--- src/design/atw_pkg.sv ---
`default_nettype none

package atw_pkg;

  localparam int COLS = 80;
  localparam int ROWS = 23;

  localparam int COORD_W   = 24;
  localparam int COL_CNT_W = 7;
  localparam int ROW_CNT_W = 5;
  localparam int TEX_IDX_W = 8;
  localparam int GLYPH_W   = 8;
  localparam int TEX_DEPTH = 256;

  localparam logic [1:0] MODE_WRITE   = 2'd0;
  localparam logic [1:0] MODE_PIXEL   = 2'd1;
  localparam logic [1:0] MODE_RESTART = 2'd2;

  localparam int REG_NUM   = 6;
  localparam int REG_IDX_W = 3;
  localparam logic [REG_IDX_W-1:0] REG_A_X = 3'd0;
  localparam logic [REG_IDX_W-1:0] REG_A_Y = 3'd1;
  localparam logic [REG_IDX_W-1:0] REG_B_X = 3'd2;
  localparam logic [REG_IDX_W-1:0] REG_B_Y = 3'd3;
  localparam logic [REG_IDX_W-1:0] REG_C_X = 3'd4;
  localparam logic [REG_IDX_W-1:0] REG_C_Y = 3'd5;

  localparam int Q_DEPTH = 4;
  localparam int Q_PTR_W = 2;
  localparam int Q_CNT_W = 3;

  // Step divider: |diff| < 2^24, quotient estimate from a reciprocal, one correction.
  localparam int DIFF_W   = COORD_W + 1;
  localparam int RECIP_SH = 25;
  localparam int RECIP_W  = RECIP_SH + 1;
  localparam int DIV_W    = 7;
  localparam int PROD_W   = DIFF_W + RECIP_W;
  localparam int REM_W    = DIFF_W + DIV_W;
  localparam int LANES    = 4;
  localparam int STEP_LAT = 4;
  localparam int SETTLE_W = 3;

  localparam logic [DIV_W-1:0] LANE_DIV [LANES] = '{
    DIV_W'(COLS), DIV_W'(COLS), DIV_W'(ROWS), DIV_W'(ROWS)
  };
  localparam logic [RECIP_W-1:0] LANE_RECIP [LANES] = '{
    RECIP_W'((1 << RECIP_SH) / COLS), RECIP_W'((1 << RECIP_SH) / COLS),
    RECIP_W'((1 << RECIP_SH) / ROWS), RECIP_W'((1 << RECIP_SH) / ROWS)
  };

  localparam logic [GLYPH_W-1:0] GLYPH_SPACE = 8'h20;
  localparam logic [GLYPH_W-1:0] GLYPH_PLUS  = 8'h2B;

  typedef enum logic [1:0] {
    OP_WRITE,
    OP_PIXEL,
    OP_RESTART
  } op_e;

  typedef struct packed {
    op_e                  op;
    logic [TEX_IDX_W-1:0] index;
    logic [GLYPH_W-1:0]   value;
  } q_entry_t;

  typedef struct packed {
    logic               ok;
    logic [COORD_W-1:0] col_x;
    logic [COORD_W-1:0] col_y;
    logic [COORD_W-1:0] row_x;
    logic [COORD_W-1:0] row_y;
    logic [COORD_W-1:0] a_x;
    logic [COORD_W-1:0] a_y;
  } steps_t;

  // Power-up checkerboard: space where the quadrant row and column agree.
  function automatic logic [GLYPH_W-1:0] default_texel(input logic [TEX_IDX_W-1:0] idx);
    return (idx[7] == idx[3]) ? GLYPH_SPACE : GLYPH_PLUS;
  endfunction

endpackage

`default_nettype wire

--- src/design/atw_front.sv ---
`default_nettype none

module atw_front (
  input  wire logic                         clk_i,
  input  wire logic                         rst_ni,
  input  wire logic                         s_axis_tvalid,
  output logic                              s_axis_tready,
  input  wire logic [15:0]                  s_axis_tdata,  // texel_index, texel_value
  input  wire logic [1:0]                   s_axis_tuser,  // mode
  output atw_pkg::q_entry_t                 head_o,
  output logic                              head_vld_o,
  input  wire logic                         pop_i
);

  atw_pkg::q_entry_t                  entry_q [atw_pkg::Q_DEPTH];
  logic [atw_pkg::Q_PTR_W-1:0]        wr_ptr_q, wr_ptr_d;
  logic [atw_pkg::Q_PTR_W-1:0]        rd_ptr_q, rd_ptr_d;
  logic [atw_pkg::Q_CNT_W-1:0]        cnt_q, cnt_d;
  atw_pkg::q_entry_t                  in_entry;
  logic                               in_known;
  logic                               push;
  logic                               pop;

  always_comb begin
    in_entry.index = s_axis_tdata[7:0];
    in_entry.value = s_axis_tdata[15:8];
    in_entry.op    = atw_pkg::OP_WRITE;
    in_known       = 1'b1;
    case (s_axis_tuser)
      atw_pkg::MODE_WRITE:   in_entry.op = atw_pkg::OP_WRITE;
      atw_pkg::MODE_PIXEL:   in_entry.op = atw_pkg::OP_PIXEL;
      atw_pkg::MODE_RESTART: in_entry.op = atw_pkg::OP_RESTART;
      default:               in_known    = 1'b0;  // drop unused mode
    endcase
  end

  assign s_axis_tready = (cnt_q != atw_pkg::Q_CNT_W'(atw_pkg::Q_DEPTH));
  assign push          = s_axis_tvalid && s_axis_tready && in_known;
  assign head_vld_o    = (cnt_q != '0);
  assign pop           = pop_i && head_vld_o;
  assign head_o        = entry_q[rd_ptr_q];

  always_comb begin
    wr_ptr_d = push ? wr_ptr_q + 1'b1 : wr_ptr_q;
    rd_ptr_d = pop ? rd_ptr_q + 1'b1 : rd_ptr_q;
    cnt_d    = cnt_q;
    case ({push, pop})
      2'b10:   cnt_d = cnt_q + 1'b1;
      2'b01:   cnt_d = cnt_q - 1'b1;
      default: cnt_d = cnt_q;
    endcase
  end

  always_ff @(posedge clk_i or negedge rst_ni) begin
    if (!rst_ni) begin
      wr_ptr_q <= '0;
      rd_ptr_q <= '0;
      cnt_q    <= '0;
    end else begin
      wr_ptr_q <= wr_ptr_d;
      rd_ptr_q <= rd_ptr_d;
      cnt_q    <= cnt_d;
    end
  end

  always_ff @(posedge clk_i) begin
    if (push) begin
      entry_q[wr_ptr_q] <= in_entry;
    end
  end

endmodule

`default_nettype wire

--- config.mk ---
export PLATFORM = sky130hd
export DESIGN_NAME = atw_front
export DESIGN_NICKNAME = d
export VERILOG_FILES = /design/src/design/atw_pkg.sv /design/src/design/atw_front.sv
export SDC_FILE = /design/constraint.sdc
export NUM_CORES = 1
export LEC_CHECK = 0
export ABC_AREA = 1
export BUFFER_PORTS_ARGS = -buffer_cell sky130_fd_sc_hd__buf_4
export CAP_MARGIN = 20
export CORE_MARGIN = 1.5
export CORE_UTILIZATION = 55
export CTS_CLUSTER_SIZE = 20
export DETAILED_ROUTE_END_ITERATION = 7
export PLACE_DENSITY_LB_ADDON = 0.2
export SLEW_MARGIN = 0
export SYNTH_ARGS = -nofsm -noshare
export SYNTH_HDL_FRONTEND = slang
export SYNTH_SLANG_ARGS = --single-unit
--- constraint.sdc ---
create_clock -name clk_i -period 2.7 [get_ports clk_i]
set_clock_uncertainty 0.2 [all_clocks]
set_input_delay 0.135 -clock clk_i [delete_from_list [all_inputs] [get_ports clk_i]]
set_output_delay 0.135 -clock clk_i [all_outputs]
set_load 0.01 [all_outputs]
==> out/metrics.yaml <==
worst_setup_path:
  critPathCaptureType: "flip-flop"
  worstSetupPathType: "flip-flop to flip-flop"
  arrival_ns: 2.28
  crit_path_start_kind: "flip-flop"
  critical_path_required_ns: 2.72
  path_max_fanout: 7
global_routing:
  grtUsageTotal_pct: 19.3
  antenna_found_initial: 0
  grtUsageMet1_pct: 22.7
  use_met3_pct: 3.71
  grt_max_degree: 47
  grt_pass1_wl_um: 9180
  busiest_layer: "met2"
  grt_pass1_vias: 2040
  globalRouteMet2Util_pct: 34.4
  grt_overflow: 0
routing:
  drt.antenna.violating_nets: 0
  drcViolationCount: 0
  routed_wl_um: 5810
  drtIter0Drc: 114
  vias_per_cell: 4.98
  first_pass_iters: 5
  avgRoutedWirePerCell_um: 13.6
  via_count: 2120
logic_synthesis:
  avgSynthCellArea_um2: 12.2
  synth_cells: 275
  ys_warn_count: 0
  synth_nets: 303
  ys_types: 18
  syn_area_mm2: 0.00335
  seq_area_frac_synth_pct: 69.7
  yosys_register_bits: 79
power:
  power_density_mw_per_mm2: 976
  p_leak_nw: 1.78
  vdd_drop_max_uv: 729
clock_tree:
  cts_buffers: 9
  htree_levels: 3
  cts_resized: 0
  cts_sinks: 79
  ctsHoldBuffers: 23
  clk_latency_ns: 0.33
  cts-root-buf: "clkbuf_8"
  clock_path_buffers: 2
  path_clk_slew_ns: 0.07
  post-cts-setup-buffers: 0
  cts_tree: "yes"
sta:
  rsz0062_at_grt: "no"
  setup_violations: 0
  finalCritPeriodShare_pct: 83.6
  fmax_mhz: 443
  fin_crit_ns: 2.26
  hold_viol: 0
  slew_headroom_pct: 68.3
  worstMarginPinSlew_ns: 0.474
  maxSlewViolCount: 0
  fin_tns_setup_ns: 0
layout:
  post-route-cell-area_mm2: 0.00418
  drive_gt1_share_pct: 19.4
  final_cell_mix: "nand2_1 (72), edfxtp_1 (72), inv_1 (52), buf_4 (46), o211ai_1 (34)"
  num_antenna_cells: 0
  nNetsFinal: 374
  synthToLayoutAreaGrowth_pct: 24.6
die:
  die_area_mm2: 0.00657
  core-area_mm2: 0.00592
  start_util_pct: 56.6
  die_w_um: 81.1
  io_pins: 42
  die_h_um: 81.1
  rows: 28
placement:
  dp_hpwl_um: 3540
  numPortBuffers: 41
  place_area_mm2: 0.00374
  gp_congestion: 0.758
run:
  max-cap-violations: 0
status:
  status: "completed"
min_path:
  hp-class: "flip-flop to flip-flop"
-- state kept, by name, indices dropped and copies added (netlist names) --
register  cells
wr_ptr_q      2
cnt_q         3
rd_ptr_q      2
entry_q      72
-- per-stage QoR --
step / power (W) / instances / setup slack [ns] / utilization (%) / hold slack [ns]
6_report: 0.00408 / 426 / 0.443 / 70.6 / 0.294
5_1_grt: 0.00433 / 426 / 0.264 / 70.6 / 0.307
4_1_cts: 0.00411 / 426 / 0.431 / 70.6 / 0.288
3_5_place_dp: 0.00320 / 387 / 0.452 / 63.3 / -0.247
3_3_place_gp: 0.00315 / 387 / 0.573 / 63.3 / -0.248
2_1_floorplan: 0.00266 / 275 / 0.544 / - / -0.361
-- routing by layer --
| layer | routed length, um | share of wire [%] | up-vias |
|---|---|---|---|
| met1 | 2560 | 44 | 1007 |
| met2 | 3020 | 52 | 40 |
| met4 | 70 | 1.2 | 0 |
| met3 | 165 | 2.8 | 6 |
| met5 | 0 | 0 | - |
| li1 | - | - | 1067 |
-- synth_stat cells --
master    count  area share (%)
a21oi_1       1            0.15
nand3_1       7             1.0
buf_6         7             2.4
nand4_1       1            0.19
edfxtp_1     72              64
buf_2         3            0.45
inv_2         2            0.22
inv_1        52             5.8
fa_1          1            0.60
ha_1          5             1.9
clkbuf_1      1            0.11
dfrtp_1       7             5.2
o21ai_0       1            0.15
nor2_1        6            0.67
xnor2_1       1            0.26
o211ai_1     34             7.6
o211ai_2      2            0.75
nand2_1      72             8.1
-- power breakdown --
| group | internal (W) | leakage, nW | switching [W] |
|---|---|---|---|
| Clock | 0.000514 | 0.102 | 0.000378 |
| Sequential | 0.00157 | 0.743 | 0.0000745 |
| Combinational | 0.000639 | 0.936 | 0.000909 |
-- area by class of cell --
type                            instances  area [um2]
Multi-Input combinational cell        131         726
Clock inverter                          5        72.6
Clock buffer                           11         131
Tap cell                               75        93.8
Sequential cell                        79        2340
Timing Repair Buffer                   71         616
Inverter                               54         203
Fill cell                             429        1740
-- logic make-up (layout without fill, tap and decap cells) --
logic type                 after synthesis  count (layout)  synth area share (%)
buffers and inverters                   65             141                  8.96
and+or+nand+nor                         86              86                  9.96
DFF                                     79              79                  69.7
xor gates and xnor gates                 1               1                 0.261
AOI/OAI and AO/OA                       38              38                  8.66
adders and majority gates                6               6                  2.46
-- critical path, cell delays in order, from the launching register on --
cell     delay (ns)
dfrtp_1        0.40
inv_1          0.12
nand3_1        0.17
nand2_1        0.29
ha_1           0.22
inv_1          0.07
fa_1           0.39
nand2_1        0.11
nand3_1        0.07
nand2_1        0.06
nand2_1        0.05
-- path summary, 6_finish.rpt --
check	slack, ns	depth (start not counted)	from	end
max	0.44	10	cnt_q[0]$_DFFE_PN0P_	cnt_q[2]$_DFFE_PN0P_
min	0.29	1	cnt_q[0]$_DFFE_PN0P_	cnt_q[0]$_DFFE_PN0P_
max reg2reg	0.44	10	cnt_q[0]$_DFFE_PN0P_	cnt_q[2]$_DFFE_PN0P_
min reg2reg	0.29	1	cnt_q[0]$_DFFE_PN0P_	cnt_q[0]$_DFFE_PN0P_
max in group asynchronous	1.49	3	rst_ni	cnt_q[0]$_DFFE_PN0P_
min in group asynchronous	0.56	3	rst_ni	rd_ptr_q[1]$_DFFE_PN0P_
Power figures use the tool's default switching activity.
