--- config.mk ---
export PLATFORM = sky130hd
export DESIGN_NAME = atw_step_unit
export DESIGN_NICKNAME = d
export VERILOG_FILES = /design/src/design/atw_pkg.sv /design/src/design/atw_step_unit.sv
export SDC_FILE = /design/constraint.sdc
export NUM_CORES = 2
export LEC_CHECK = 0
export BUFFER_PORTS_ARGS = -buffer_cell sky130_fd_sc_hd__buf_2
export CAP_MARGIN = 15
export CORE_MARGIN = 1
export CORE_UTILIZATION = 39
export CTS_CLUSTER_SIZE = 25
export DETAILED_ROUTE_END_ITERATION = 10
export GPL_TIMING_DRIVEN = 0
export SLEW_MARGIN = 20
export SYNTH_ARGS = -nofsm -noshare
export SYNTH_HDL_FRONTEND = slang
export SYNTH_SLANG_ARGS = --single-unit
--- constraint.sdc ---
create_clock -name clk_i -period 8.9 [get_ports clk_i]
set_input_delay 2.67 -clock clk_i [delete_from_list [all_inputs] [get_ports clk_i]]
set_output_delay 2.67 -clock clk_i [all_outputs]
set_load 0.02 [all_outputs]
--- src/design/atw_pkg.sv ---
`default_nettype none

package atw_pkg;

  localparam int COLS = 80;
  localparam int ROWS = 23;

  localparam int COORD_W   = 24;
  localparam int COL_CNT_W = 7;
  localparam int ROW_CNT_W = 5;
  localparam int TEX_IDX_W = 8;
  localparam int GLYPH_W   = 8;
  localparam int TEX_DEPTH = 256;

  localparam logic [1:0] MODE_WRITE   = 2'd0;
  localparam logic [1:0] MODE_PIXEL   = 2'd1;
  localparam logic [1:0] MODE_RESTART = 2'd2;

  localparam int REG_NUM   = 6;
  localparam int REG_IDX_W = 3;
  localparam logic [REG_IDX_W-1:0] REG_A_X = 3'd0;
  localparam logic [REG_IDX_W-1:0] REG_A_Y = 3'd1;
  localparam logic [REG_IDX_W-1:0] REG_B_X = 3'd2;
  localparam logic [REG_IDX_W-1:0] REG_B_Y = 3'd3;
  localparam logic [REG_IDX_W-1:0] REG_C_X = 3'd4;
  localparam logic [REG_IDX_W-1:0] REG_C_Y = 3'd5;

  localparam int Q_DEPTH = 4;
  localparam int Q_PTR_W = 2;
  localparam int Q_CNT_W = 3;

  // Step divider: |diff| < 2^24, quotient estimate from a reciprocal, one correction.
  localparam int DIFF_W   = COORD_W + 1;
  localparam int RECIP_SH = 25;
  localparam int RECIP_W  = RECIP_SH + 1;
  localparam int DIV_W    = 7;
  localparam int PROD_W   = DIFF_W + RECIP_W;
  localparam int REM_W    = DIFF_W + DIV_W;
  localparam int LANES    = 4;
  localparam int STEP_LAT = 4;
  localparam int SETTLE_W = 3;

  localparam logic [DIV_W-1:0] LANE_DIV [LANES] = '{
    DIV_W'(COLS), DIV_W'(COLS), DIV_W'(ROWS), DIV_W'(ROWS)
  };
  localparam logic [RECIP_W-1:0] LANE_RECIP [LANES] = '{
    RECIP_W'((1 << RECIP_SH) / COLS), RECIP_W'((1 << RECIP_SH) / COLS),
    RECIP_W'((1 << RECIP_SH) / ROWS), RECIP_W'((1 << RECIP_SH) / ROWS)
  };

  localparam logic [GLYPH_W-1:0] GLYPH_SPACE = 8'h20;
  localparam logic [GLYPH_W-1:0] GLYPH_PLUS  = 8'h2B;

  typedef enum logic [1:0] {
    OP_WRITE,
    OP_PIXEL,
    OP_RESTART
  } op_e;

  typedef struct packed {
    op_e                  op;
    logic [TEX_IDX_W-1:0] index;
    logic [GLYPH_W-1:0]   value;
  } q_entry_t;

  typedef struct packed {
    logic               ok;
    logic [COORD_W-1:0] col_x;
    logic [COORD_W-1:0] col_y;
    logic [COORD_W-1:0] row_x;
    logic [COORD_W-1:0] row_y;
    logic [COORD_W-1:0] a_x;
    logic [COORD_W-1:0] a_y;
  } steps_t;

  // Power-up checkerboard: space where the quadrant row and column agree.
  function automatic logic [GLYPH_W-1:0] default_texel(input logic [TEX_IDX_W-1:0] idx);
    return (idx[7] == idx[3]) ? GLYPH_SPACE : GLYPH_PLUS;
  endfunction

endpackage

`default_nettype wire

--- src/design/atw_step_unit.sv ---
`default_nettype none

module atw_step_unit (
  input  wire logic                              clk_i,
  input  wire logic                              rst_ni,
  input  wire logic                              cfg_valid_i,
  input  wire logic [atw_pkg::REG_IDX_W-1:0]     cfg_index_i,
  input  wire logic [atw_pkg::COORD_W-1:0]       cfg_data_i,
  output atw_pkg::steps_t                        steps_o
);

  logic [atw_pkg::COORD_W-1:0]  corner_q [atw_pkg::REG_NUM];
  logic [atw_pkg::COORD_W-1:0]  lane_to   [atw_pkg::LANES];
  logic [atw_pkg::COORD_W-1:0]  lane_from [atw_pkg::LANES];
  logic [atw_pkg::DIFF_W-1:0]   diff      [atw_pkg::LANES];

  logic [atw_pkg::DIFF_W-1:0]   mag1_q  [atw_pkg::LANES];
  logic                         neg1_q  [atw_pkg::LANES];
  logic [atw_pkg::PROD_W-1:0]   prod2_q [atw_pkg::LANES];
  logic [atw_pkg::DIFF_W-1:0]   mag2_q  [atw_pkg::LANES];
  logic                         neg2_q  [atw_pkg::LANES];
  logic [atw_pkg::DIFF_W-1:0]   quo3_d  [atw_pkg::LANES];
  logic [atw_pkg::DIFF_W-1:0]   quo3_q  [atw_pkg::LANES];
  logic                         neg3_q  [atw_pkg::LANES];
  logic [atw_pkg::REM_W-1:0]    rem3    [atw_pkg::LANES];
  logic [atw_pkg::DIFF_W-1:0]   sgn4_d  [atw_pkg::LANES];
  logic [atw_pkg::COORD_W-1:0]  step_q  [atw_pkg::LANES];

  logic [atw_pkg::SETTLE_W-1:0] settle_q, settle_d;
  logic                         wr_en;

  assign wr_en = cfg_valid_i && (cfg_index_i < atw_pkg::REG_IDX_W'(atw_pkg::REG_NUM));

  always_ff @(posedge clk_i or negedge rst_ni) begin
    if (!rst_ni) begin
      for (int r = 0; r < atw_pkg::REG_NUM; r++) begin
        corner_q[r] <= '0;
      end
    end else if (wr_en) begin
      corner_q[cfg_index_i] <= cfg_data_i;
    end
  end

  // Count down the pipeline fill after reset or any write.
  always_comb begin
    settle_d = settle_q;
    if (cfg_valid_i) begin
      settle_d = atw_pkg::SETTLE_W'(atw_pkg::STEP_LAT);
    end else if (settle_q != '0) begin
      settle_d = settle_q - 1'b1;
    end
  end

  always_ff @(posedge clk_i or negedge rst_ni) begin
    if (!rst_ni) begin
      settle_q <= atw_pkg::SETTLE_W'(atw_pkg::STEP_LAT);
    end else begin
      settle_q <= settle_d;
    end
  end

  always_comb begin
    lane_to[0]   = corner_q[atw_pkg::REG_B_X];
    lane_from[0] = corner_q[atw_pkg::REG_A_X];
    lane_to[1]   = corner_q[atw_pkg::REG_B_Y];
    lane_from[1] = corner_q[atw_pkg::REG_A_Y];
    lane_to[2]   = corner_q[atw_pkg::REG_C_X];
    lane_from[2] = corner_q[atw_pkg::REG_A_X];
    lane_to[3]   = corner_q[atw_pkg::REG_C_Y];
    lane_from[3] = corner_q[atw_pkg::REG_A_Y];
    for (int l = 0; l < atw_pkg::LANES; l++) begin
      diff[l] = {lane_to[l][atw_pkg::COORD_W-1], lane_to[l]}
              - {lane_from[l][atw_pkg::COORD_W-1], lane_from[l]};
    end
  end

  // The estimate is low by at most one; add it back when the remainder allows.
  always_comb begin
    for (int l = 0; l < atw_pkg::LANES; l++) begin
      quo3_d[l] = prod2_q[l][atw_pkg::PROD_W-2 -: atw_pkg::DIFF_W];
      rem3[l]   = {{atw_pkg::DIV_W{1'b0}}, mag2_q[l]}
                - atw_pkg::REM_W'(quo3_d[l] * atw_pkg::LANE_DIV[l]);
      if (rem3[l] >= {{atw_pkg::DIFF_W{1'b0}}, atw_pkg::LANE_DIV[l]}) begin
        quo3_d[l] = quo3_d[l] + 1'b1;
      end
      sgn4_d[l] = neg3_q[l] ? (~quo3_q[l] + 1'b1) : quo3_q[l];
    end
  end

  always_ff @(posedge clk_i) begin
    for (int l = 0; l < atw_pkg::LANES; l++) begin
      neg1_q[l]  <= diff[l][atw_pkg::DIFF_W-1];
      mag1_q[l]  <= diff[l][atw_pkg::DIFF_W-1] ? (~diff[l] + 1'b1) : diff[l];
      prod2_q[l] <= atw_pkg::PROD_W'(mag1_q[l] * atw_pkg::LANE_RECIP[l]);
      mag2_q[l]  <= mag1_q[l];
      neg2_q[l]  <= neg1_q[l];
      quo3_q[l]  <= quo3_d[l];
      neg3_q[l]  <= neg2_q[l];
      step_q[l]  <= sgn4_d[l][atw_pkg::COORD_W-1:0];
    end
  end

  assign steps_o.ok    = (settle_q == '0);
  assign steps_o.col_x = step_q[0];
  assign steps_o.col_y = step_q[1];
  assign steps_o.row_x = step_q[2];
  assign steps_o.row_y = step_q[3];
  assign steps_o.a_x   = corner_q[atw_pkg::REG_A_X];
  assign steps_o.a_y   = corner_q[atw_pkg::REG_A_Y];

endmodule

`default_nettype wire

==> results.tsv <==
metric	value	unit
grt_max_degree	83	
grt_pass1_wl	254000	um
endpoint	prod2_q[1][42]	
fin_tns_setup	0	ns
cts_setup_buffers	0	
grt_overflow	0	
ys_warn_count	0	
root_buffer	clkbuf_16	
setup_viol	0	
timing.rr.end	prod2_q[1][42]	
area_growth	9.74	%
design.die.area	168000	um^2
grt_usage	19.0	%
clockBufferDepth	3	
htreeDepth	3	
skew	0.0524	ns
m1WireLength	74100	um
cts_buffers	74	
synth_cell_type_count	97	
grt_pass1_vias	47200	
syn_inst	6768	
fp-row-count	149	
finalWeightedCongestion	0.915	
hold_depth	0	
synth_edf_count	0	
rsz0062_at_grt	no	
r2r_start	mag1_q[1][6]	
finalMaxSlewViolations	0	
status	finished with violations	
synth_top_cell_by_area	ha_1	
drive_gt1_share	7.26	%
postRouteAntennaNets	0	
first_pass_iters	9	
fp.dieW	410	um
crit_required	9.50	ns
wirelength	157000	um
clkTransAtPathRegs	0.06	ns
via_per_inst	4.94	
ys_seq_area_share	20.0	%
ys_seq_elements	611	
synth_top_area_share	21.8	%
hold_viol	0	
hold_buffers	0	
dpl.hpwl	133000	um
cp-end-kind	flip-flop	
io_pins	175	
layout_min_cycle_time	7.18	ns
worstPathMaxFanout	5	
met3_length	7840	um
worstSetupStartpointType	flip-flop	
cts_tree	yes	
num-nets-final	8875	
initial_core_util	39.3	%
routed-wl-met2	71400	um
routed.top_layer	met5	
violations	design-rule violations	
synth_fp_nets	8624	
drtIter0Drc	2082	
fin_crit_sh	80.7	%
worst-endpoint-arrival	7.78	ns
place.port_buffers	173	
tightest_slew	1.03	ns
critPathLaunch	mag1_q[1][6]	
clk_latency	0.72	ns
ys.flop_type	dfxtp_1	
vias	45800	
core	165000	um^2
reg2regPathDepth	21	
drv_cap	0	
min_path_type	reg -> reg	
fmax	139	MHz
cts.sinks	611	
critPathKind	reg -> reg	
die_y	410	um
ys_top_cells_by_area	ha_1 22%, fa_1 21%, dfxtp_1 14%	
wl_per_cell	17.0	um
syn_area	64900	um^2
avgSynthCellArea	9.59	um^2
drc	66	
slew_headroom	29.5	%
antenna_found_initial	16	
ff2ff_setup_slack	1.72	ns
synthArstFlopShare	24.1	%
cts_resized	0	
[state kept, by name, summed over array words and instances, names as in the netlist]
name / cells
quo3_q: 84
mag1_q: 100
corner_q: 96
steps_o: 48
mag2_q: 92
neg2_q: 4
neg1_q: 4
neg3_q: 4
settle_q: 3
prod2_q: 80
step_q: 96
[per-stage QoR]
| stage | instance area, um^2 | hold WS (ns) | setup WS (ns) | cells | util, % |
|---|---|---|---|---|---|
| floorplan | 64900 | 0.310 | 2.73 | 6768 | - |
| global placement | 68500 | 0.316 | 1.72 | 9130 | 41.5 |
| detailed placement | 68600 | 0.314 | 1.64 | 9132 | 41.5 |
| CTS | 71200 | 0.327 | 1.63 | 9270 | 43.1 |
| global route | 71200 | 0.333 | 1.17 | 9270 | 43.1 |
| finish | 71200 | 0.326 | 1.72 | 9277 | 43.1 |
[Yosys cell counts, types with 15 or more instances]
cell / number
inv_1: 1597
ha_1: 1130
fa_1: 696
dfxtp_1: 464
xnor2_1: 331
nand2_1: 257
nor2_1: 248
a21oi_1: 234
o21ai_0: 221
dfrtp_1: 146
xor2_1: 126
mux2_2: 106
nor3_1: 104
a21o_1: 103
nand3_1: 82
o21a_1: 66
nand2b_1: 64
clkbuf_1: 59
buf_4: 49
nand4_1: 46
nor2b_1: 44
o31ai_1: 40
or3_1: 40
o21bai_1: 37
a31oi_1: 32
nor4_1: 30
and3_1: 29
o41ai_1: 28
a211oi_1: 26
o211ai_1: 20
and2_1: 19
and4_1: 15
or2_2: 15
[area by class of cell]
type / count / area (um^2)
fill: 16200 / 94000
multi-input combinational: 4447 / 45300
sequential: 611 / 13000
inverter: 1598 / 6000
tap: 2189 / 2740
clock buffer: 92 / 2000
timing repair buffer: 175 / 911
clock inverter: 46 / 634
buffer: 112 / 616
antenna: 7 / 17.5
[cells by family (layout without fill, tap and decap cells)]
family	Yosys count	count (layout)	synth area share (%)
adder cells (fa/ha/maj)	1826	1826	43.3
multiplexers	119	119	2.04
buffers and inverters	1710	2023	10.2
AND/OR/NAND/NOR	1047	1047	8.04
XOR/XNOR	457	457	6.17
other	0	7	0
flip-flops	611	611	20.0
AO/OA/AOI/OAI	998	998	10.3
[routing by layer]
layer | global-route usage, % | up-vias
li1 | - | 22500
met5 | 0 | -
met3 | 2.95 | 192
met4 | 5.34 | 14
met1 | 26.1 | 22200
met2 | 31.0 | 884
[worst min path at each step]
stage                     startpoint         to
after floorplan            neg1_q[0]  neg2_q[0]
after global placement     neg2_q[1]  neg3_q[1]
after detailed placement   neg2_q[0]  neg3_q[0]
after CTS                  neg2_q[0]  neg3_q[0]
after global routing       neg2_q[0]  neg3_q[0]
final                      neg2_q[0]  neg3_q[0]
[worst max-delay path, stage by stage, from the launching register on]
cell	delay (ns)
dfxtp_1	0.56
ha_1	0.36
fa_1	0.57
fa_1	0.45
fa_1	0.49
inv_1	0.05
fa_1	0.48
inv_1	0.05
fa_1	0.45
ha_1	0.32
a21oi_1	0.13
o21ai_0	0.22
a211o_1	0.34
o31a_1	0.28
a2111oi_0	0.93
o31ai_1	0.31
o211a_1	0.30
o21a_1	0.20
o21a_1	0.20
o21a_1	0.18
nor2_1	0.11
xnor2_1	0.13
[cell usage in the layout (no fill, tap or decap), types with 46 or more instances in the layout]
cell type / synthesis / routed
ha_1: 1130 / 1130
dfxtp_1: 464 / 464
o21ai_0: 221 / 221
buf_2: 3 / 175
o21a_1: 66 / 66
buf_4: 49 / 50
nand4_1: 46 / 46
nand3_1: 82 / 82
clkbuf_16: 0 / 76
inv_1: 1597 / 1597
xnor2_1: 331 / 331
nor3_1: 104 / 104
mux2_2: 106 / 106
a21o_1: 103 / 103
nand2_1: 257 / 257
nor2_1: 248 / 248
xor2_1: 126 / 126
clkbuf_1: 59 / 71
fa_1: 696 / 696
a21oi_1: 234 / 234
nand2b_1: 64 / 64
dfrtp_1: 146 / 146
Power is not shown: default switching activity piles up to over one toggle a cycle in this logic, so the estimate is an artifact.
