## config.mk

```make
export PLATFORM = sky130hd
export DESIGN_NAME = atw_back
export DESIGN_NICKNAME = d
export VERILOG_FILES = /design/src/design/atw_pkg.sv /design/src/design/atw_back.sv
export SDC_FILE = /design/constraint.sdc
export NUM_CORES = 2
export LEC_CHECK = 0
export ABC_CLOCK_PERIOD_IN_PS = 4500
export BUFFER_PORTS_ARGS = -buffer_cell sky130_fd_sc_hd__buf_2
export CAP_MARGIN = 20
export CORE_AREA = 5 5 406 408
export DETAILED_ROUTE_END_ITERATION = 12
export DIE_AREA = 0 0 411 413
export HOLD_SLACK_MARGIN = 0.06
export PLACE_DENSITY = 0.78
export SETUP_SLACK_MARGIN = 0.3
export SLEW_MARGIN = 20
export SYNTH_ARGS = -nofsm -noshare
export SYNTH_HDL_FRONTEND = slang
export SYNTH_SLANG_ARGS = --single-unit
```

## constraint.sdc

```tcl
create_clock -name clk_i -period 4.5 [get_ports clk_i]
set_input_delay 0.9 -clock clk_i [delete_from_list [all_inputs] [get_ports clk_i]]
set_output_delay 0.9 -clock clk_i [all_outputs]
set_load 0.005 [all_outputs]
```

## src/design/atw_pkg.sv

```systemverilog
`default_nettype none

package atw_pkg;

  localparam int COLS = 80;
  localparam int ROWS = 23;

  localparam int COORD_W   = 24;
  localparam int COL_CNT_W = 7;
  localparam int ROW_CNT_W = 5;
  localparam int TEX_IDX_W = 8;
  localparam int GLYPH_W   = 8;
  localparam int TEX_DEPTH = 256;

  localparam logic [1:0] MODE_WRITE   = 2'd0;
  localparam logic [1:0] MODE_PIXEL   = 2'd1;
  localparam logic [1:0] MODE_RESTART = 2'd2;

  localparam int REG_NUM   = 6;
  localparam int REG_IDX_W = 3;
  localparam logic [REG_IDX_W-1:0] REG_A_X = 3'd0;
  localparam logic [REG_IDX_W-1:0] REG_A_Y = 3'd1;
  localparam logic [REG_IDX_W-1:0] REG_B_X = 3'd2;
  localparam logic [REG_IDX_W-1:0] REG_B_Y = 3'd3;
  localparam logic [REG_IDX_W-1:0] REG_C_X = 3'd4;
  localparam logic [REG_IDX_W-1:0] REG_C_Y = 3'd5;

  localparam int Q_DEPTH = 4;
  localparam int Q_PTR_W = 2;
  localparam int Q_CNT_W = 3;

  // Step divider: |diff| < 2^24, quotient estimate from a reciprocal, one correction.
  localparam int DIFF_W   = COORD_W + 1;
  localparam int RECIP_SH = 25;
  localparam int RECIP_W  = RECIP_SH + 1;
  localparam int DIV_W    = 7;
  localparam int PROD_W   = DIFF_W + RECIP_W;
  localparam int REM_W    = DIFF_W + DIV_W;
  localparam int LANES    = 4;
  localparam int STEP_LAT = 4;
  localparam int SETTLE_W = 3;

  localparam logic [DIV_W-1:0] LANE_DIV [LANES] = '{
    DIV_W'(COLS), DIV_W'(COLS), DIV_W'(ROWS), DIV_W'(ROWS)
  };
  localparam logic [RECIP_W-1:0] LANE_RECIP [LANES] = '{
    RECIP_W'((1 << RECIP_SH) / COLS), RECIP_W'((1 << RECIP_SH) / COLS),
    RECIP_W'((1 << RECIP_SH) / ROWS), RECIP_W'((1 << RECIP_SH) / ROWS)
  };

  localparam logic [GLYPH_W-1:0] GLYPH_SPACE = 8'h20;
  localparam logic [GLYPH_W-1:0] GLYPH_PLUS  = 8'h2B;

  typedef enum logic [1:0] {
    OP_WRITE,
    OP_PIXEL,
    OP_RESTART
  } op_e;

  typedef struct packed {
    op_e                  op;
    logic [TEX_IDX_W-1:0] index;
    logic [GLYPH_W-1:0]   value;
  } q_entry_t;

  typedef struct packed {
    logic               ok;
    logic [COORD_W-1:0] col_x;
    logic [COORD_W-1:0] col_y;
    logic [COORD_W-1:0] row_x;
    logic [COORD_W-1:0] row_y;
    logic [COORD_W-1:0] a_x;
    logic [COORD_W-1:0] a_y;
  } steps_t;

  // Power-up checkerboard: space where the quadrant row and column agree.
  function automatic logic [GLYPH_W-1:0] default_texel(input logic [TEX_IDX_W-1:0] idx);
    return (idx[7] == idx[3]) ? GLYPH_SPACE : GLYPH_PLUS;
  endfunction

endpackage

`default_nettype wire

```

## src/design/atw_back.sv

```systemverilog
`default_nettype none

module atw_back (
  input  wire logic                 clk_i,
  input  wire logic                 rst_ni,
  input  wire atw_pkg::q_entry_t    head_i,
  input  wire logic                 head_vld_i,
  output logic                      pop_o,
  input  wire atw_pkg::steps_t      steps_i,
  output logic                      m_axis_tvalid,
  input  wire logic                 m_axis_tready,
  output logic [7:0]                m_axis_tdata,  // glyph
  output logic                      m_axis_tuser,  // row_end
  output logic                      m_axis_tlast   // frame_end
);

  logic [atw_pkg::GLYPH_W-1:0]   tex_mem [atw_pkg::TEX_DEPTH];
  logic [atw_pkg::TEX_DEPTH-1:0] tex_vld_q;

  logic [atw_pkg::COORD_W-1:0]   org_x_q, org_x_d, org_y_q, org_y_d;
  logic [atw_pkg::COORD_W-1:0]   pix_x_q, pix_x_d, pix_y_q, pix_y_d;
  logic [atw_pkg::COORD_W-1:0]   col_x_q, col_x_d, col_y_q, col_y_d;
  logic [atw_pkg::COORD_W-1:0]   row_x_q, row_x_d, row_y_q, row_y_d;
  logic [atw_pkg::COL_CNT_W-1:0] col_cnt_q, col_cnt_d;
  logic [atw_pkg::ROW_CNT_W-1:0] row_cnt_q, row_cnt_d;
  logic                          out_vld_q, out_vld_d;

  logic [atw_pkg::GLYPH_W-1:0]   rd_data_q;
  logic                          rd_vld_q;
  logic [atw_pkg::TEX_IDX_W-1:0] rd_idx_q;
  logic                          row_end_q;
  logic                          frame_end_q;

  logic [atw_pkg::TEX_IDX_W-1:0] pix_idx;
  logic                          last_col, last_row, fend;
  logic                          slot_free, can_go, do_restart;
  logic                          wr_en, rd_en;

  assign pix_idx   = {pix_x_q[17:14], pix_y_q[17:14]};
  assign last_col  = (col_cnt_q >= atw_pkg::COL_CNT_W'(atw_pkg::COLS - 1));
  assign last_row  = (row_cnt_q >= atw_pkg::ROW_CNT_W'(atw_pkg::ROWS - 1));
  assign fend      = last_col && last_row;
  assign slot_free = !out_vld_q || m_axis_tready;

  // Hold restarts and frame-end pixels until the step unit catches up.
  always_comb begin
    case (head_i.op)
      atw_pkg::OP_WRITE:   can_go = 1'b1;
      atw_pkg::OP_RESTART: can_go = steps_i.ok;
      atw_pkg::OP_PIXEL:   can_go = slot_free && (!fend || steps_i.ok);
      default:             can_go = 1'b0;
    endcase
  end

  assign pop_o = head_vld_i && can_go;
  assign wr_en = pop_o && (head_i.op == atw_pkg::OP_WRITE);
  assign rd_en = pop_o && (head_i.op == atw_pkg::OP_PIXEL);

  always_comb begin
    org_x_d    = org_x_q;
    org_y_d    = org_y_q;
    pix_x_d    = pix_x_q;
    pix_y_d    = pix_y_q;
    col_x_d    = col_x_q;
    col_y_d    = col_y_q;
    row_x_d    = row_x_q;
    row_y_d    = row_y_q;
    col_cnt_d  = col_cnt_q;
    row_cnt_d  = row_cnt_q;
    do_restart = 1'b0;
    if (pop_o && (head_i.op == atw_pkg::OP_RESTART)) begin
      do_restart = 1'b1;
    end else if (rd_en) begin
      if (fend) begin
        do_restart = 1'b1;
      end else if (last_col) begin
        org_x_d   = org_x_q + row_x_q;
        org_y_d   = org_y_q + row_y_q;
        pix_x_d   = org_x_q + row_x_q;
        pix_y_d   = org_y_q + row_y_q;
        col_cnt_d = '0;
        row_cnt_d = row_cnt_q + 1'b1;
      end else begin
        pix_x_d   = pix_x_q + col_x_q;
        pix_y_d   = pix_y_q + col_y_q;
        col_cnt_d = col_cnt_q + 1'b1;
      end
    end
    if (do_restart) begin
      col_x_d   = steps_i.col_x;
      col_y_d   = steps_i.col_y;
      row_x_d   = steps_i.row_x;
      row_y_d   = steps_i.row_y;
      org_x_d   = steps_i.a_x;
      org_y_d   = steps_i.a_y;
      pix_x_d   = steps_i.a_x;
      pix_y_d   = steps_i.a_y;
      col_cnt_d = '0;
      row_cnt_d = '0;
    end
  end

  always_comb begin
    out_vld_d = out_vld_q;
    if (rd_en) begin
      out_vld_d = 1'b1;
    end else if (m_axis_tready) begin
      out_vld_d = 1'b0;
    end
  end

  always_ff @(posedge clk_i or negedge rst_ni) begin
    if (!rst_ni) begin
      org_x_q   <= '0;
      org_y_q   <= '0;
      pix_x_q   <= '0;
      pix_y_q   <= '0;
      col_x_q   <= '0;
      col_y_q   <= '0;
      row_x_q   <= '0;
      row_y_q   <= '0;
      col_cnt_q <= '0;
      row_cnt_q <= '0;
      out_vld_q <= 1'b0;
      tex_vld_q <= '0;
    end else begin
      org_x_q   <= org_x_d;
      org_y_q   <= org_y_d;
      pix_x_q   <= pix_x_d;
      pix_y_q   <= pix_y_d;
      col_x_q   <= col_x_d;
      col_y_q   <= col_y_d;
      row_x_q   <= row_x_d;
      row_y_q   <= row_y_d;
      col_cnt_q <= col_cnt_d;
      row_cnt_q <= row_cnt_d;
      out_vld_q <= out_vld_d;
      if (wr_en) begin
        tex_vld_q[head_i.index] <= 1'b1;
      end
    end
  end

  always_ff @(posedge clk_i) begin
    if (wr_en) begin
      tex_mem[head_i.index] <= head_i.value;
    end
    if (rd_en) begin
      rd_data_q <= tex_mem[pix_idx];
    end
  end

  always_ff @(posedge clk_i) begin
    if (rd_en) begin
      rd_vld_q    <= tex_vld_q[pix_idx];
      rd_idx_q    <= pix_idx;
      row_end_q   <= last_col;
      frame_end_q <= fend;
    end
  end

  // Unwritten entries read as the power-up pattern.
  assign m_axis_tdata  = rd_vld_q ? rd_data_q : atw_pkg::default_texel(rd_idx_q);
  assign m_axis_tvalid = out_vld_q;
  assign m_axis_tuser  = row_end_q;
  assign m_axis_tlast  = frame_end_q;

endmodule

`default_nettype wire

```

==> out/results.ini <==
[yosys]
yosys_warnings=0
netlist_instances=5047
synth_edf_count=2061
synth-main-ff-cell=edfxtp_1
yosysSeqAreaShare=0.7292
synth_cell_types=63
async_reset_ff_frac=0.1669
avgSynthCellArea_um2=19.62
netlist_area_um2=99040
synth-seq-cells=2474
synth_fp_nets=5289

[worst_setup_path]
critPathCaptureType=register
crit_cells=5
startpoint_type=register
cp_common_cell=mux4_2
cp.required_ns=5.12
max_stage_delay_ns=0.94
path_buf_inv=1
cpMaxStageDelayCell=dfrtp_4
cp_cell_sequence=buf_4 -> mux4_2 -> mux4_2 -> mux4_2 -> mux4_2
arrival_ns=4.55
path_delay_family=multiplexers
ff2ff_path_depth=5
criticalPathCategory=register to register
path_max_fanout=39

[pwr]
power.switching_w=0.01817
vdd_drop_max_mv=0.4792
power_density_nw_per_um2=560.6
clkPwrFrac=0.321
p_seq_frac=0.413
p_sw_frac=0.2867
internal_power_w=0.04521
p_comb_frac=0.267
p_leak_nw=40.15

[routing]
drt_first_pass_iters=8
ant_nets=1
drt_iter0_markers=7481
wl_per_cell_um=31.22
drt_wl_total_mm=247.9
avgViaCountPerCell=6.655
vias=52845
drc=0

[grt]
grt_max_degree=153
grt_antenna_before_repair=18
grt_pass1_wl_mm=365.0
track_usage=0.2965
gr-total-overflow=0
first_global_vias=53249

[timing]
fin_crit_sh=0.8736
skew_ns=0.06448
relSlewSlack=0.2087
finalMaxSlewViolations=0
tns_ns=0
tightest_slew_ns=1.187
min_period_ns=3.931
final-hold-violation-count=0
fin_ws_ns=0.5687
rsz0062_at_grt=false
finalSetupViolations=0
max_freq_mhz=254.4

[min_path]
hold_depth=3
hold_class=input port to register

[floorplan]
ios=179
core-area_um2=161300
rows=148
die_area_um2=169700
die_y_um=413
die_x_um=411
start_util=0.6141

[placement]
gp_congestion=0.8747
place_ws_ns=0.6558
port_buffers=142
dp_hpwl_mm=147.3

[layout]
largest_register=tex_mem
largest_register_ffs=2048
drive_gt1_frac=0.3351
largest_registers=tex_mem (2048), tex_vld_q (256)
nets=5783
syn2layout_area_growth_pct=14.16

[outcome]
failed_checks=antenna rules
status=complete, but fails checks

[clocking]
clk_pin_slew_ns=0.07
numCtsBuffers=232
h-tree-depth=4
clock_latency_ns=0.88
cts_tree=done
cts_buffer_depth=3
cts_sinks=2474
root_buffer=clkbuf_16
cts_setup_buffers=0

[run]
cap_violations=0

## what timing repair did
item	CTS	global route
gates resized for setup	0	0
hold buffers	0	1
endpoints found under the hold margin	0	36
## kinds of logic (layout without fill, tap and decap cells)
group                    count (synthesis)  count (layout)  synth area share
AO/OA/AOI/OAI                          331             331           0.02103
XOR/XNOR                                52              52          0.004598
adder cells (fa/ha/maj)                 75              75          0.009778
buffers and inverters                  284             990           0.01160
flip-flops                            2474            2474            0.7292
multiplexers                           771             771            0.1746
other                                    0              13                 0
AND/OR/NAND/NOR                       1060            1060           0.04922
## layer usage
layer	track usage	vias up	routed length [um]
met5	0	-	71
met4	0.1201	10	10720
met3	0.06124	570	25150
met2	0.4722	3319	122200
met1	0.4118	27703	89730
li1	-	21243	-
## worst register-to-register path: cells and delay by family (launching register included)
kind,cells,cell delay (ns)
multiplexers,4,2.11
buffers and inverters,1,0.63
flip-flops,1,0.94
## stage by stage
step                utilization  area, um2  total power (W)  hold slack [ns]  instances
floorplan                     -      99040          0.03745           0.4337       5047
global placement         0.6506     104900          0.04292           0.4436       7479
detailed placement       0.6506     104900          0.04319           0.4465       7479
CTS                      0.7004     113000          0.06351           0.1259       7925
global route             0.7009     113000          0.06550           0.1949       7930
finish                   0.7010     113100          0.06338           0.2110       7941
## power by group through the flow
stage	Clock [W]	Sequential (W)	Combinational [W]
finish	0.0203	0.0262	0.0169
global route	0.0216	0.0262	0.0177
floorplan	0	0.0260	0.0114
global placement	0	0.0266	0.0164
CTS	0.0205	0.0261	0.0169
detailed placement	0	0.0266	0.0166
## cell usage in the layout, fill, tap and decap left out, types with 12 or more instances in the layout
cell type,count
nor3_1,21
a21o_1,20
clkbuf_16,233
clkbuf_8,36
ha_1,71
buf_12,44
nand2_1,337
clkinv_2,50
a21oi_1,84
xor2_1,19
buf_4,325
dfrtp_1,407
inv_1,30
clkbuf_1,50
mux4_2,765
a31oi_1,18
edfxtp_1,2061
a211oi_1,12
o21a_1,17
nor2_1,343
xnor2_1,33
diode_2,13
clkinv_1,28
nor2b_1,19
bufinv_16,27
nand3_1,24
o21ai_0,94
or2_2,260
buf_2,133
## area by class of cell
type / count / area (um2)
Multi-Input combinational cell: 2289 / 25740
Tap cell: 2175 / 2721
Timing Repair Buffer: 514 / 4177
Sequential cell: 2474 / 72240
Clock inverter: 135 / 1635
Inverter: 30 / 112.6
Clock buffer: 311 / 6404
Fill cell: 9236 / 48220
Antenna cell: 13 / 32.53
## final timing paths
kind,startpoint,endpoint,slack (ns)
min in group asynchronous,rst_ni,tex_vld_q[40]$_DFFE_PN0P_,0.50
min reg2reg,tex_vld_q[58]$_DFFE_PN0P_,tex_vld_q[58]$_DFFE_PN0P_,0.46
max reg2reg,pix_y_q[15]$_DFFE_PN0P_,rd_data_q[0]$_DFFE_PN_,0.57
max in group asynchronous,rst_ni,row_y_q[4]$_DFFE_PN0P_,2.72
max,pix_y_q[15]$_DFFE_PN0P_,rd_data_q[0]$_DFFE_PN_,0.57
min,steps_i[102],col_y_q[6]$_DFFE_PN0P_,0.21
## cells in the mapped netlist, drive strengths merged (11+ instances only)
master,instances,area (um2)
clkbuf,162,608.1
o21a,17,127.6
a21oi,84,420.4
a211oi,12,90.09
o21ai,95,475.5
xnor2,33,289.0
ha,71,888.4
nor3,21,105.1
mux4,765,17230
nand3,30,150.1
or2,260,1627
nand2,338,1269
nand2b,11,68.82
dfrtp,413,10330
buf,92,427.9
edfxtp,2061,61890
inv,30,112.6
a31oi,18,112.6
xor2,19,166.4
a21o,20,150.1
nor2b,19,118.9
nor2,346,1299
Power figures use the tool's default switching activity.
